--- config.mk ---
export PLATFORM = sky130hd
export DESIGN_NAME = brs_sqrt_cell
export DESIGN_NICKNAME = d
export VERILOG_FILES = /design/src/rtl/core/brs_sqrt_cell.sv
export SDC_FILE = /design/constraint.sdc
export NUM_CORES = 1
export LEC_CHECK = 0
export ABC_AREA = 1
export ABC_CLOCK_PERIOD_IN_PS = 2600
export BUFFER_PORTS_ARGS = -buffer_cell sky130_fd_sc_hd__buf_2
export CAP_MARGIN = 20
export CORE_ASPECT_RATIO = 1.2
export CORE_MARGIN = 3
export CORE_UTILIZATION = 45
export CTS_CLUSTER_DIAMETER = 50
export DETAILED_ROUTE_END_ITERATION = 10
export HOLD_SLACK_MARGIN = 0.15
export PLACE_DENSITY = 0.8
export SETUP_SLACK_MARGIN = 0.2
export SKIP_LAST_GASP = 1
export SLEW_MARGIN = 0
export SYNTH_ARGS = -nofsm -noshare
export SYNTH_HDL_FRONTEND = slang
export SYNTH_SLANG_ARGS = --single-unit
--- constraint.sdc ---
create_clock -name clk -period 2.6 [get_ports clk]
set_input_delay 0.26 -clock clk [delete_from_list [all_inputs] [get_ports clk]]
set_output_delay 0.26 -clock clk [all_outputs]
set_load 0.02 [all_outputs]
--- src/rtl/core/brs_sqrt_cell.sv ---
// ----------------------------------------------------------------------------
// brs_sqrt_cell
// One digit step of a restoring square root, registered.
// ----------------------------------------------------------------------------
module brs_sqrt_cell #(
  parameter int K  = 33,
  parameter int PW = 1
) (
  input  logic            clk,
  input  logic            rst,
  input  logic            en,
  input  logic            in_valid,
  input  logic [2*K-1:0]  in_rad,
  input  logic [K+1:0]    in_rem,
  input  logic [K-1:0]    in_root,
  input  logic [PW-1:0]   in_pay,
  output logic            out_valid,
  output logic [2*K-1:0]  out_rad,
  output logic [K+1:0]    out_rem,
  output logic [K-1:0]    out_root,
  output logic [PW-1:0]   out_pay
);

  logic [K+1:0] rem_sh;
  logic [K+1:0] trial;
  logic [K+1:0] rem_sub;
  logic         ge;

  assign rem_sh  = {in_rem[K-1:0], in_rad[2*K-1 -: 2]};
  assign trial   = {in_root, 2'b01};
  assign ge      = (rem_sh >= trial);
  assign rem_sub = rem_sh - trial;

  always_ff @(posedge clk) begin
    if (rst) begin
      out_valid <= 1'b0;
    end else if (en) begin
      out_valid <= in_valid;
    end
  end

  always_ff @(posedge clk) begin
    if (en) begin
      out_rad  <= {in_rad[2*K-3:0], 2'b00};
      out_rem  <= ge ? rem_sub : rem_sh;
      out_root <= {in_root[K-2:0], ge};
      out_pay  <= in_pay;
    end
  end

endmodule

==> flow_metrics.py <==
metrics = {
    "status": {
        "status": "finished, final reports clean",
    },
    "detailed_routing": {
        "avgRoutedWirePerCell_um": 16.8,
        "num_vias": 6985,
        "vias_per_cell": 4.80,
        "wirelength_mm": 24.4,
        "drt-initial-drc-count": 448,
        "postRouteAntennaNets": 0,
        "drtPass1Iterations": 5,
        "drcViolationCount": 0,
    },
    "power": {
        "irDropWorstVdd_mv": 0.319,
        "power_density_nw_per_um2": 632,
        "p_leak_nw": 5.48,
        "p_total_mw": 6.88,
    },
    "floorplanning": {
        "rows": 50,
        "die_x_um": 122,
        "initial_core_util_pct": 46.4,
        "ioPinCount": 275,
        "dieHeight_um": 146,
        "dieArea_um2": 17800,
        "design.core.area_um2": 15800,
    },
    "yosys": {
        "synth_area_um2": 7310,
        "yosysUniqueCellTypes": 31,
        "ys.flop_type": "edfxtp_1",
        "yosys_warnings": 0,
        "yosysMostFrequentCell": "nand2_1",
        "postSynthAreaPerCell_um2": 9.03,
        "synthCells": 810,
        "ys_seq_elements": 134,
        "yosysTopAreaCell": "edfxtp_1",
        "ys_seq_area_share_pct": 54.9,
        "ys_top_cells_by_area": "edfxtp_1 (55%), nand2_1 (14%), inv_1 (7.5%)",
        "synth_edf_count": 133,
        "synth.top_cells.by_count": "nand2_1 (281), inv_1 (147), edfxtp_1 (133), nor2_1 (52), ha_1 (35)",
        "yosysTopAreaCellShare_pct": 54.6,
        "synthArstFlopShare_pct": 0,
    },
    "clock_tree": {
        "clockBufferDepth": 2,
        "clock_latency_ps": 420,
        "cts_max_level": 4,
        "clk_pin_slew_worst_paths_ps": 60,
        "cts.sinks": 134,
        "cts_buffers": 17,
        "cts_tree": "built",
        "clockRootBuffer": "clkbuf_16",
        "post-cts-setup-buffers": 0,
    },
    "placed_design": {
        "portBuffers": 270,
        "pre_cts_ws_ps": 135,
        "postPlaceCellArea_um2": 8920,
        "dp.cells": 1289,
        "hpwl_mm": 16.9,
        "gp_congestion": 0.872,
    },
    "timing": {
        "fmax_mhz": 447,
        "finClkSkew_ps": 0,
        "timing.final.crit_share_pct": 86.0,
        "hold_viol_final": 0,
        "period_needed_ps": 2240,
        "slew_headroom_pct": 63.0,
        "fin_hold_ws_ps": 195,
        "tns_ps": 0,
        "rsz0062_at_grt": "yes",
        "setup_viol": 0,
        "setup_slack_ps": 363,
        "tightest_slew_ps": 555,
        "slew_violations": 0,
    },
    "global_route": {
        "grt.overflow.total": 0,
        "grt_pass1_wl_mm": 37.8,
        "grtUsageTotal_pct": 27.7,
        "grt_pass1_vias": 7209,
        "grt_max_degree": 58,
        "antenna_found_initial": 4,
    },
    "critical_path": {
        "critPathCaptureType": "register",
        "r2r_cells": 3,
        "crit_arrival_ps": 2400,
        "critPathMaxFanout": 11,
        "ff2ff_setup_slack_ps": 1460,
        "required_ps": 2770,
        "path_class": "input pin to register",
        "cp-start-kind": "input pin",
    },
    "hold_path": {
        "hold_path_class": "input pin to register",
        "min_path_cells": 3,
    },
    "cells_and_area": {
        "fillers": 1241,
        "final_cells": 1454,
        "finalInstanceArea_um2": 10900,
        "fin_util_pct": 69.0,
        "drive_above_1_share_pct": 28.4,
        "nets": 1406,
        "syn2layout_area_growth_pct": 48.8,
    },
    "job": {
        "drv_cap": 0,
    },
}
-- cell type report --
cell class | instances | area, µm² | share of cell area, %
Antenna cell | 1 | 2.50 | 0.0230
Clock buffer | 17 | 425 | 3.91
Clock inverter | 15 | 193 | 1.77
Inverter | 149 | 562 | 5.16
Multi-Input combinational cell | 519 | 2640 | 24.3
Sequential cell | 134 | 4010 | 36.9
Tap cell | 208 | 260 | 2.39
Timing Repair Buffer | 411 | 2780 | 25.6
-- power by group --
| group | total [mW] | internal [mW] | switching (mW) | leakage (nW) |
|---|---|---|---|---|
| sequential | 2.69 | 2.63 | 0.0620 | 1.31 |
| clock | 2.55 | 1.54 | 1.01 | 0.297 |
| combinational | 1.64 | 0.613 | 1.03 | 3.88 |
-- logic make-up after synthesis --
kind of cell	count (synthesis)	share of synthesized area, %
AND/OR/NAND/NOR	416	24.3
buffers and inverters	158	9.07
flip-flops	134	54.9
AO/OA/AOI/OAI	47	3.39
adder cells (fa/ha/maj)	35	5.99
XOR/XNOR	18	2.16
other	1	0.0513
multiplexers	1	0.137
-- sequential cells by signal, summed over array words and instances (netlist names) --
register,flops
out_pay,1
out_rad,64
out_rem,35
out_root,33
out_valid,1
-- placed cells by master, fill, tap and decap left out, types with 3 or more instances in the layout --
cell type,synthesis,final
o21ai_0,13,13
nor2_1,52,52
buf_4,3,6
bufinv_16,0,3
nand3_2,11,11
ha_1,35,35
buf_2,2,269
inv_1,147,147
nand4_1,5,5
nand3_1,29,29
nand2_1,281,281
a21oi_1,28,28
clkbuf_16,0,17
xor2_1,17,17
inv_6,0,5
edfxtp_1,133,133
nand2_2,24,24
buf_12,3,3
nor3_1,5,5
nor2_2,4,4
dlygate4sd3_1,0,132
o21bai_1,3,3
-- worst max-delay path, cell delays in order --
cell	delay (ps)
dlygate4sd3_1	540
buf_2	110
inv_1	40
ha_1	280
nand2_1	100
nor2_2	190
nand2_1	110
nor2_1	170
a21oi_1	100
nand2_2	140
buf_4	240
o21ai_0	120
-- worst paths after layout --
path                          start                endpoint
min                      in_rad[64]    out_rem[0]$_DFFE_PP_
max reg2reg  out_valid$_SDFFE_PP0P_  out_valid$_SDFFE_PP0P_
max                     in_root[25]    out_rem[1]$_DFFE_PP_
min reg2reg  out_valid$_SDFFE_PP0P_  out_valid$_SDFFE_PP0P_
-- layer usage --
layer  wire, µm  up-vias  GRT usage (%)
li1           -     3425              -
met1       8920     3236           29.9
met2      12900      269           51.2
met3       1850       49           7.23
met4        728        6           9.86
met5         39        -              0
-- repair_timing --
item	CTS	global route
resized for setup	0	5
endpoints found under the setup margin	0	34
hold buffers	131	1
endpoints found under the hold margin	130	1
No activity file was read; power rests on OpenSTA's default activity.
