### src/rtl/core/brs_div_cell.sv
// ----------------------------------------------------------------------------
// brs_div_cell
// One quotient bit of a restoring unsigned division, registered.
// ----------------------------------------------------------------------------
module brs_div_cell #(
  parameter int NW = 49,
  parameter int DW = 32,
  parameter int PW = 1
) (
  input  logic           clk,
  input  logic           rst,
  input  logic           en,
  input  logic           in_valid,
  input  logic [NW-1:0]  in_nq,
  input  logic [DW-1:0]  in_rem,
  input  logic [DW-1:0]  in_div,
  input  logic [PW-1:0]  in_pay,
  output logic           out_valid,
  output logic [NW-1:0]  out_nq,
  output logic [DW-1:0]  out_rem,
  output logic [DW-1:0]  out_div,
  output logic [PW-1:0]  out_pay
);

  logic [DW:0] rem_sh;
  logic [DW:0] rem_sub;
  logic        ge;

  assign rem_sh  = {in_rem, in_nq[NW-1]};
  assign ge      = (rem_sh >= {1'b0, in_div});
  assign rem_sub = rem_sh - {1'b0, in_div};

  always_ff @(posedge clk) begin
    if (rst) begin
      out_valid <= 1'b0;
    end else if (en) begin
      out_valid <= in_valid;
    end
  end

  always_ff @(posedge clk) begin
    if (en) begin
      out_nq  <= {in_nq[NW-2:0], ge};
      out_rem <= ge ? rem_sub[DW-1:0] : rem_sh[DW-1:0];
      out_div <= in_div;
      out_pay <= in_pay;
    end
  end

endmodule
### config.mk
export PLATFORM = sky130hd
export DESIGN_NAME = brs_div_cell
export DESIGN_NICKNAME = d
export VERILOG_FILES = /design/src/rtl/core/brs_div_cell.sv
export SDC_FILE = /design/constraint.sdc
export NUM_CORES = 1
export LEC_CHECK = 0
export ABC_AREA = 1
export BUFFER_PORTS_ARGS = -buffer_cell sky130_fd_sc_hd__buf_2
export CAP_MARGIN = 40
export CELL_PAD_IN_SITES_DETAIL_PLACEMENT = 2
export CELL_PAD_IN_SITES_GLOBAL_PLACEMENT = 2
export CORE_MARGIN = 4
export CORE_UTILIZATION = 31
export DETAILED_ROUTE_END_ITERATION = 8
export PLACE_DENSITY = 0.93
export SKIP_CTS_REPAIR_TIMING = 1
export SLEW_MARGIN = 20
export SYNTH_ARGS = -nofsm -noshare
export SYNTH_HDL_FRONTEND = slang
export SYNTH_SLANG_ARGS = --single-unit
### constraint.sdc
create_clock -name clk -period 4.2 [get_ports clk]
set_input_delay 0.21 -clock clk [delete_from_list [all_inputs] [get_ports clk]]
set_output_delay 0.21 -clock clk [all_outputs]
set_load 0.005 [all_outputs]
==> results_dict.tcl, run 1 <==
set metrics [dict create \
    status "completed" \
    cts-root-buf "clkbuf_16" \
    ys_warn_count 0 \
    worst_pin_slew_ns 0.636 \
    wirelength_um 35800 \
    critical_path.top_delay_family "simple AND/OR/NAND/NOR gates" \
    intPower_mw 2.56 \
    ir_drop_v 0.000285 \
    critPathArrivalTime_ns 3.26 \
    cp_max_fo 35 \
    synthCells 764 \
    final_common_cell "nand2_1" \
    vias_per_cell 5.10 \
    h-tree-depth 4 \
    rrSetupSlack_ns 3.56 \
    rows 53 \
    route.detailed.drc 0 \
    setup-tns-final_ns 0 \
    combPwrFrac_pct 22.2 \
    first_pass_iters 5 \
    routabilityCongestion 0.888 \
    cts.sinks 115 \
    grt.total_usage_pct 22.6 \
    hold_class "input pin to flip-flop" \
    syn_area_per_cell_sq_um 8.66 \
    clock_skew_ns 0 \
    clkTransAtPathRegs_ns 0.07 \
    ys_seq_area_share_pct 52.0 \
    setup_viol 0 \
    reg2reg_from "out_valid$_SDFFE_PP0P_" \
    core_area_sq_mm 0.0210 \
    initial_core_util_pct 31.5 \
    crit_start "in_div[3]" \
    critical_path_buf_inv_count 4 \
    num_vias 7017 \
    n_antenna_cell 0 \
    cts_tree "built" \
    grt_overflow 0 \
    die_width_um 154 \
    pwr-share-clk_pct 40.5 \
    grt_max_degree 46 \
    max_slew_margin_pct 57.5 \
    crit_slowest_cell "dlygate4sd3_1" \
    hold_viol_final 0 \
    min_from "in_div[1]" \
    hpwl_um 19500 \
    finalCriticalPeriod_ns 3.09 \
    slowest_delay_ns 0.55 \
    grt_pass1_vias 7145 \
    powerDensity_mw_per_mm2 414 \
    synth_area_sq_mm 0.00662 \
    ys_seq_elements 115 \
    p_leak_nw 4.83 \
    clk_latency_ns 0.45 \
    grt_first_pass_wirelength_um 41200 \
    min_period_over_period_pct 73.6 \
    portBuffers 232 \
    final_cell_mix "nand2_1, buf_2, inv_1" \
    syn_nets 915 \
    final_core_util_pct 45.0 \
    clk_path_buf_depth 2 \
    ios 233 \
    crit_required_ns 4.37 \
    wire_per_inst_um 26.0 \
    holdWs_ns 0.0365 \
    slew_violations 0 \
    drv_cap 0 \
    synthDistinctLibCells 28 \
    seq_power_share_pct 37.3 \
    switchingPower_mw 1.36 \
    drt_iter0_drc 527 \
    antenna_left 0 \
    cts_buffers 17 \
    worst_setup_path_start_kind "input pin" \
    cp_common_cell "nand2_1" \
    rsz0062_at_grt "false" \
    worst_setup_path_end_kind "flip-flop" \
    dieArea_sq_mm 0.0237 \
    max_freq_ghz 0.324 \
    switching_share_pct 34.6 \
    area_delta_synth_final_pct 42.9 \
    p_total_mw 3.92 \
    crit_chain "dlygate4sd3_1 -> buf_2 -> inv_1 -> ha_1 -> nand2_2 -> inv_1 -> nand2_1 -> nand2_1 -> nand2_1 -> nand3_2 -> nand2_2 -> nand2_2 -> nand2_4 -> nand2_8 -> nand2_1 -> nand2_1" \
    drive_gt1_share_pct 26.3 \
    antenna_found_initial 1 \
    dieHeight_um 154 \
    fin_nets 1240 \
    critPathKind "input pin to flip-flop" \
]
[cells in the mapped netlist]
master    count  area (sq um)
nand2_2       3          18.8
nor3_1        6          30.0
nand2_8       1          20.0
and2_1        8          50.1
nor2_2        3          18.8
buf_2         7          35.0
inv_1       150           563
nand3_2      11           110
xor2_1       13           114
nand3_1      56           280
buf_6         1          11.3
xnor2_1       1          8.76
fa_1          1          20.0
nand3b_1     11          82.6
o21ai_0       2          10.0
buf_12        2          40.0
nand2_1     274          1030
edfxtp_1    114          3420
dfxtp_1       1          20.0
nor2_4        1          11.3
nand2_4       1          11.3
mux2i_1       1          10.0
nand4_1       3          18.8
nor3_2        3          30.0
ha_1         32           400
a21oi_1      21           105
nor2_1       35           131
a21o_1        2          15.0
[state kept, by name (all words and copies together) (netlist names)]
register and count:
out_nq 49, out_div 32, out_rem 32, out_pay 1, out_valid 1
[final timing paths]
kind | endpoint | depth (start not counted)
max | out_rem[4]$_DFFE_PP_ | 16
min | out_div[1]$_DFFE_PP_ | 1
max reg2reg | out_valid$_SDFFE_PP0P_ | 2
min reg2reg | out_valid$_SDFFE_PP0P_ | 2
[area by class of cell]
type	count	area, sq um
Timing Repair Buffer	316	2000
Clock buffer	17	425
Tap cell	275	344
Multi-Input combinational cell	489	2520
Clock inverter	15	158
Sequential cell	115	3440
Fill cell	2304	11600
Inverter	150	563
[power groups by stage]
stage,sequential [mW],clock (mW),combinational (mW)
2_1_floorplan,1.47,0,0.353
3_3_place_gp,1.45,0,0.665
3_5_place_dp,1.46,0,0.708
4_1_cts,1.44,1.54,0.741
5_1_grt,1.47,1.65,0.936
6_report,1.46,1.59,0.871
[per-stage QoR]
stage	cell area, sq um	std cells	setup WS [ns]
3_3_place_gp	8060	1264	1.69
4_1_cts	8640	1296	1.87
3_5_place_dp	8060	1264	1.59
6_report	9460	1377	1.11
5_1_grt	9460	1377	0.991
2_1_floorplan	6620	764	2.38
[kinds of logic (layout without fill, tap and decap cells)]
kind of cell	after synthesis	after routing	synth area share, %
AO/OA/AOI/OAI	25	25	1.97
XOR/XNOR	14	14	1.85
adder cells (fa/ha/maj)	33	33	6.35
buffers and inverters	160	498	9.81
flip-flops	115	115	52.0
multiplexers	1	1	0.151
AND/OR/NAND/NOR	416	416	27.8
[per-layer routing]
layer | wire, um | track usage, % | up-vias
met5 | 0 | 0 | -
met4 | 896 | 7.44 | 0
met3 | 2620 | 6.36 | 66
met2 | 18200 | 41.3 | 363
met1 | 14200 | 25.3 | 3506
li1 | - | - | 3082
[worst register-to-register path, stage by stage (launching register included)]
cell and delay [ns]:
dfxtp_1 0.33, mux2i_1 0.15, nor2_1 0.06
Power figures use the tool's default switching activity.
==> run 2: changes to the inputs <==
--- a/config.mk
+++ b/config.mk
@@ -11,9 +11,9 @@
 export CELL_PAD_IN_SITES_DETAIL_PLACEMENT = 2
 export CELL_PAD_IN_SITES_GLOBAL_PLACEMENT = 2
 export CORE_MARGIN = 4
-export CORE_UTILIZATION = 31
+export CORE_UTILIZATION = 29
 export DETAILED_ROUTE_END_ITERATION = 8
-export PLACE_DENSITY = 0.93
+export PLACE_DENSITY = 0.88
 export SKIP_CTS_REPAIR_TIMING = 1
 export SLEW_MARGIN = 20
 export SYNTH_ARGS = -nofsm -noshare
==> constraint.sdc (replaced) <==
create_clock -name clk -period 3.1 [get_ports clk]
set_input_delay 0.155 -clock clk [delete_from_list [all_inputs] [get_ports clk]]
set_output_delay 0.155 -clock clk [all_outputs]
set_load 0.005 [all_outputs]
==> run 2 against run 1 <==
Effect of this change:
- critical path depth shrank 2
- power grew 31%
- largest cell class unchanged
- sequential cell count is the same
- global-route usage shrank 2.8 points
- the run now ends with setup timing left
- critical path type unchanged
- worst hold slack gained 0.0067 ns
==> results_dict.tcl, run 2 (synthesized netlist as in run 1, its figures left out) <==
set metrics [dict create \
    switching_share_pct 31.4 \
    cp_max_fo 35 \
    cts_tree "built" \
    rows 55 \
    pwr-share-clk_pct 39.9 \
    worst_setup_path_end_kind "flip-flop" \
    clk_latency_ns 0.44 \
    grt_pass1_vias 6956 \
    grt_overflow 0 \
    ios 233 \
    final_common_cell "nand2_1" \
    drt_iter0_drc 392 \
    finalCriticalPeriod_ns 3.10 \
    num_vias 6777 \
    busiest_layer "met2" \
    vias_per_cell 4.89 \
    intPower_mw 3.52 \
    top_regs "out_nq x49, out_div x32, out_rem x32" \
    slowest_delay_ns 0.55 \
    seq_power_share_pct 38.2 \
    crit_chain "dlygate4sd3_1 -> buf_2 -> inv_1 -> ha_1 -> nand2_1 -> nor2_1 -> nand3_1 -> nand3_2 -> nand2_2 -> nand2_2 -> nand2_4 -> nand2_8 -> nand2_1 -> o21ai_0" \
    grtUsageMet1_pct 21.5 \
    ir_drop_v 0.000328 \
    grt_max_degree 82 \
    antenna_left 0 \
    fillCellCount 2530 \
    cts_buffers 17 \
    crit_slowest_cell "dlygate4sd3_1" \
    powerDensity_mw_per_mm2 540 \
    rrSetupSlack_ns 2.40 \
    critical_path_buf_inv_count 3 \
    drv_cap 0 \
    switchingPower_mw 1.61 \
    cts.sinks 115 \
    critPathArrivalTime_ns 3.33 \
    placed_cell_area_sq_mm 0.00810 \
    violations "setup timing" \
    antenna_found_initial 0 \
    hold_viol_final 0 \
    route.detailed.drc 0 \
    use_met2_pct 38.0 \
    seqCellArea_sq_mm 0.00344 \
    first_pass_iters 5 \
    n_antenna_cell 0 \
    slew_violations 0 \
    routabilityCongestion 0.907 \
    die_width_um 159 \
    max_slew_margin_pct 63.2 \
    holdWs_ns 0.0432 \
    top_register "out_nq" \
    critPathKind "input pin to flip-flop" \
    p_total_mw 5.13 \
    worst_pin_slew_ns 0.552 \
    use_met3_pct 5.44 \
    dieHeight_um 159 \
    clkTransAtPathRegs_ns 0.06 \
    setup_viol 1 \
    fin_area_sq_mm 0.00950 \
    worst_slack_ns -0.00394 \
    initial_core_util_pct 29.3 \
    clock_skew_ns 0 \
    p_leak_nw 4.83 \
    max_freq_ghz 0.322 \
    wire_per_inst_um 22.7 \
    status "finished, violations left" \
    core_area_sq_mm 0.0226 \
    critical_path.top_delay_family "simple AND/OR/NAND/NOR gates" \
    multi_input_area_sq_mm 0.00252 \
    min_period_over_period_pct 100 \
    hpwl_um 19400 \
    area_delta_synth_final_pct 43.6 \
    wirelength_um 31500 \
    worst_setup_path_start_kind "input pin" \
    fin_nets 1240 \
    portBuffers 232 \
    final_cell_mix "nand2_1, buf_2, inv_1" \
    crit_required_ns 3.33 \
    combPwrFrac_pct 21.9 \
    hold_class "input pin to flip-flop" \
    grt.total_usage_pct 19.8 \
    cts-root-buf "clkbuf_16" \
    dieArea_sq_mm 0.0253 \
    grt_first_pass_wirelength_um 39300 \
    clk_path_buf_depth 2 \
    drive_gt1_share_pct 26.0 \
    h-tree-depth 4 \
    largest_register_ffs 49 \
]
-- run 2: power groups by stage --
stage	combinational, mW	sequential (mW)	clock (mW)
floorplan	0.478	1.99	0
global placement	0.900	1.97	0
global route	1.23	1.97	2.15
CTS	0.987	1.95	2.05
detailed placement	0.965	1.98	0
finish	1.12	1.96	2.05
-- run 2: cell type report --
type                       instances  share of cell area, %
clock buffer                      18                   4.52
multi-input combinational        489                   26.6
tap                              285                   3.75
timing repair buffer             316                   21.4
inverter                         150                   5.93
sequential                       115                   36.2
clock inverter                    14                   1.61
-- run 2: per-stage QoR --
step                      setup slack (ns)   TNS, ns  util [%]  cells
after floorplan                       1.33         0         -    764
after CTS                            0.729         0      38.5   1305
after global routing                -0.170    -0.872      42.1   1387
after detailed placement             0.316         0      35.9   1273
after global placement               0.269         0      35.8   1272
final                             -0.00394  -0.00394      42.1   1387
-- run 2: worst paths after layout --
path | startpoint | end | depth (start not counted)
setup / recovery | in_div[5] | out_rem[0]$_DFFE_PP_ | 14
hold / removal | in_rem[20] | out_rem[21]$_DFFE_PP_ | 3
setup reg to reg | out_valid$_SDFFE_PP0P_ | out_valid$_SDFFE_PP0P_ | 2
hold reg to reg | out_valid$_SDFFE_PP0P_ | out_valid$_SDFFE_PP0P_ | 2
-- run 2: tightest hold or removal path, stage by stage --
cell	delay, ns
buf_2	0.09
nand3_1	0.07
nand2_1	0.06
-- run 2: metal layers --
metal	wire, um	vias to the layer above
li1	-	3084
met1	12100	3372
met5	0	-
met3	1710	62
met2	16600	259
met4	1050	0
==> run 3: changes to the inputs <==
--- a/config.mk
+++ b/config.mk
@@ -5,15 +5,14 @@
 export SDC_FILE = /design/constraint.sdc
 export NUM_CORES = 1
 export LEC_CHECK = 0
-export ABC_AREA = 1
 export BUFFER_PORTS_ARGS = -buffer_cell sky130_fd_sc_hd__buf_2
 export CAP_MARGIN = 40
 export CELL_PAD_IN_SITES_DETAIL_PLACEMENT = 2
 export CELL_PAD_IN_SITES_GLOBAL_PLACEMENT = 2
 export CORE_MARGIN = 4
-export CORE_UTILIZATION = 29
+export CORE_UTILIZATION = 30
 export DETAILED_ROUTE_END_ITERATION = 8
-export PLACE_DENSITY = 0.88
+export PLACE_DENSITY = 0.87
 export SKIP_CTS_REPAIR_TIMING = 1
 export SLEW_MARGIN = 20
 export SYNTH_ARGS = -nofsm -noshare
==> run 3 against run 2 <==
Effect of this change:
- the run now ends clean
- synthesized cell count shrank 40%
- fmax increased by 5.3%
- count of clock-buffer cells in the layout is 1 lower
- critical endpoint is now out_rem[13]$_DFFE_PP_
- power rose by 0.86%
- combinational power is 9% lower
- final area is 8.1% lower
- first-iteration DRC count is 31% lower
- clock skew unchanged
==> results_dict.tcl, run 3 <==
set metrics [dict create \
    synth_edf_count 114 \
    synth.top_cell.area_share_pct 60.4 \
    finalCriticalPeriod_ns 2.95 \
    switchingPower_mw 1.45 \
    critPathKind "input pin to flip-flop" \
    h-tree-depth 4 \
    crit_start "in_div[31]" \
    synthDistinctLibCells 49 \
    ios 233 \
    clk_path_buf_depth 2 \
    syn_nets 613 \
    final_core_util_pct 47.8 \
    max_slew_margin_pct 54.3 \
    synth_most_common_cell "edfxtp_1" \
    drt_iter0_drc 270 \
    dr_wl_met2_um 13300 \
    initial_core_util_pct 31.0 \
    holdWs_ns 0.0378 \
    ys_async_sr_fraction_pct 0 \
    wire_per_inst_um 23.6 \
    p_leak_nw 3.87 \
    worst_setup_path_start_kind "input pin" \
    setup-tns-final_ns 0 \
    hold_viol_final 0 \
    ys.flop_type "edfxtp_1" \
    grt_pass1_vias 5391 \
    dieHeight_um 145 \
    crit_required_ns 3.27 \
    min_from "in_rem[25]" \
    route.detailed.drc 0 \
    dpl.cell_count 934 \
    ys_warn_count 0 \
    maxUsedRoutingLayer "met5" \
    grt_max_degree 52 \
    top_regs "out_nq x49, out_div x32, out_rem x32" \
    antenna_found_initial 5 \
    routed-wl-met3_um 1470 \
    num_vias 5227 \
    fin_nets 957 \
    finalNonFillerCells 1052 \
    wirelength_um 24800 \
    setup_viol 0 \
    antenna_left 0 \
    routabilityCongestion 0.819 \
    die_width_um 145 \
    worst_setup_path_end_kind "flip-flop" \
    combPwrFrac_pct 19.7 \
    worst_pin_slew_ns 0.685 \
    first_pass_iters 6 \
    fin_area_sq_mm 0.00873 \
    powerDensity_mw_per_mm2 593 \
    min_period_over_period_pct 95.1 \
    clkTransAtPathRegs_ns 0.06 \
    synth_common_cells "edfxtp_1, a21oi_1, inv_1, nor2_1, ha_1" \
    drive_gt1_share_pct 36.9 \
    pwr-share-clk_pct 42.5 \
    cts.sinks 115 \
    ys_seq_elements 115 \
    synthTopCellsByArea "edfxtp_1, ha_1, a21oi_1" \
    synthCells 462 \
    grt_first_pass_wirelength_um 31200 \
    max_freq_ghz 0.339 \
    core_area_sq_mm 0.0183 \
    status "completed" \
    fillCellCount 1868 \
    top_register "out_nq" \
    clk_latency_ns 0.43 \
    clock_skew_ns 0 \
    portBuffers 232 \
    ys_seq_area_share_pct 60.8 \
    drv_cap 0 \
    final_common_cell "buf_2" \
    hold_class "input pin to flip-flop" \
    slew_violations 0 \
    cts_buffers 17 \
    rows 49 \
    reg2reg_from "out_valid$_SDFFE_PP0P_" \
    intPower_mw 3.73 \
    seq_power_share_pct 37.9 \
    area_delta_synth_final_pct 54.1 \
    cts_tree "built" \
    hpwl_um 15600 \
    grt.total_usage_pct 18.9 \
    critPathArrivalTime_ns 3.12 \
    cp_max_fo 31 \
    synth_area_sq_mm 0.00567 \
    switching_share_pct 28.0 \
    synth_top_area_cell "edfxtp_1" \
    placed_cell_area_sq_mm 0.00727 \
    cts-root-buf "clkbuf_16" \
    vias_per_cell 4.97 \
    syn_area_per_cell_sq_um 12.3 \
    dieArea_sq_mm 0.0212 \
    ir_drop_v 0.000400 \
    grt_overflow 0 \
    largest_register_ffs 49 \
    final_cell_mix "buf_2, edfxtp_1, dlygate4sd3_1" \
    m1WireLength_um 9570 \
]
run 3: cell count changes in the layout (fill, tap and decap cells not counted), moves of 27 or more:
| cell | before | now |
|---|---|---|
| a21oi_1 | 21 | 56 |
| buf_4 | 1 | 28 |
| inv_1 | 150 | 38 |
| nand2_1 | 274 | 26 |
| nand3_1 | 56 | 8 |
run 3: final timing paths:
| kind | end | slack, ns | cells after the start |
|---|---|---|---|
| setup / recovery | out_rem[13]$_DFFE_PP_ | 0.15 | 12 |
| hold / removal | out_rem[26]$_DFFE_PP_ | 0.04 | 2 |
| setup reg to reg | out_valid$_SDFFE_PP0P_ | 2.40 | 2 |
| hold reg to reg | out_valid$_SDFFE_PP0P_ | 0.63 | 2 |
run 3: logic make-up after synthesis:
family | share of synthesized area (%)
AND/OR/NAND/NOR | 8.28
AO/OA/AOI/OAI | 12.9
buffers and inverters | 4.11
XOR/XNOR | 4.17
adder cells (fa/ha/maj) | 7.42
multiplexers | 2.34
flip-flops | 60.8
run 3: metal layers:
layer	up-vias	GRT usage [%]
met2	184	34.4
met5	-	0
met3	31	5.67
li1	2408	-
met1	2598	21.4
met4	6	5.41
run 3: layout make-up:
cell class                 instances  area, sq um  share of cell area, %
sequential                       115         3440                   39.4
clock inverter                    14          204                   2.34
antenna                            5         12.5                  0.143
inverter                          38          143                   1.63
tap                              229          287                   3.28
clock buffer                      17          425                   4.87
timing repair buffer             343         2230                   25.5
multi-input combinational        291         1990                   22.8
run 3: critical path, cell delays in order:
cell           delay (ns)
dlygate4sd3_1        0.53
buf_2                0.11
inv_1                0.04
ha_1                 0.32
nand3_1              0.12
or4_1                0.51
nor4_1               0.33
nor4_1               0.13
o21a_1               0.17
o31ai_4              0.08
buf_12               0.24
mux2_1               0.36
run 3: power by group through the flow:
stage | sequential [mW] | combinational, mW | clock (mW)
after floorplan | 2.00 | 0.403 | 0
after global placement | 1.97 | 0.849 | 0
after detailed placement | 1.98 | 0.894 | 0
after CTS | 1.95 | 0.912 | 2.16
after global routing | 1.97 | 1.11 | 2.31
final | 1.96 | 1.02 | 2.20
run 3: per-stage QoR:
stage	power, mW	worst slack [ns]
global placement	2.82	-0.0283
detailed placement	2.88	-0.224
CTS	5.02	0.250
finish	5.18	0.153
global route	5.40	-0.0376
floorplan	2.40	0.174
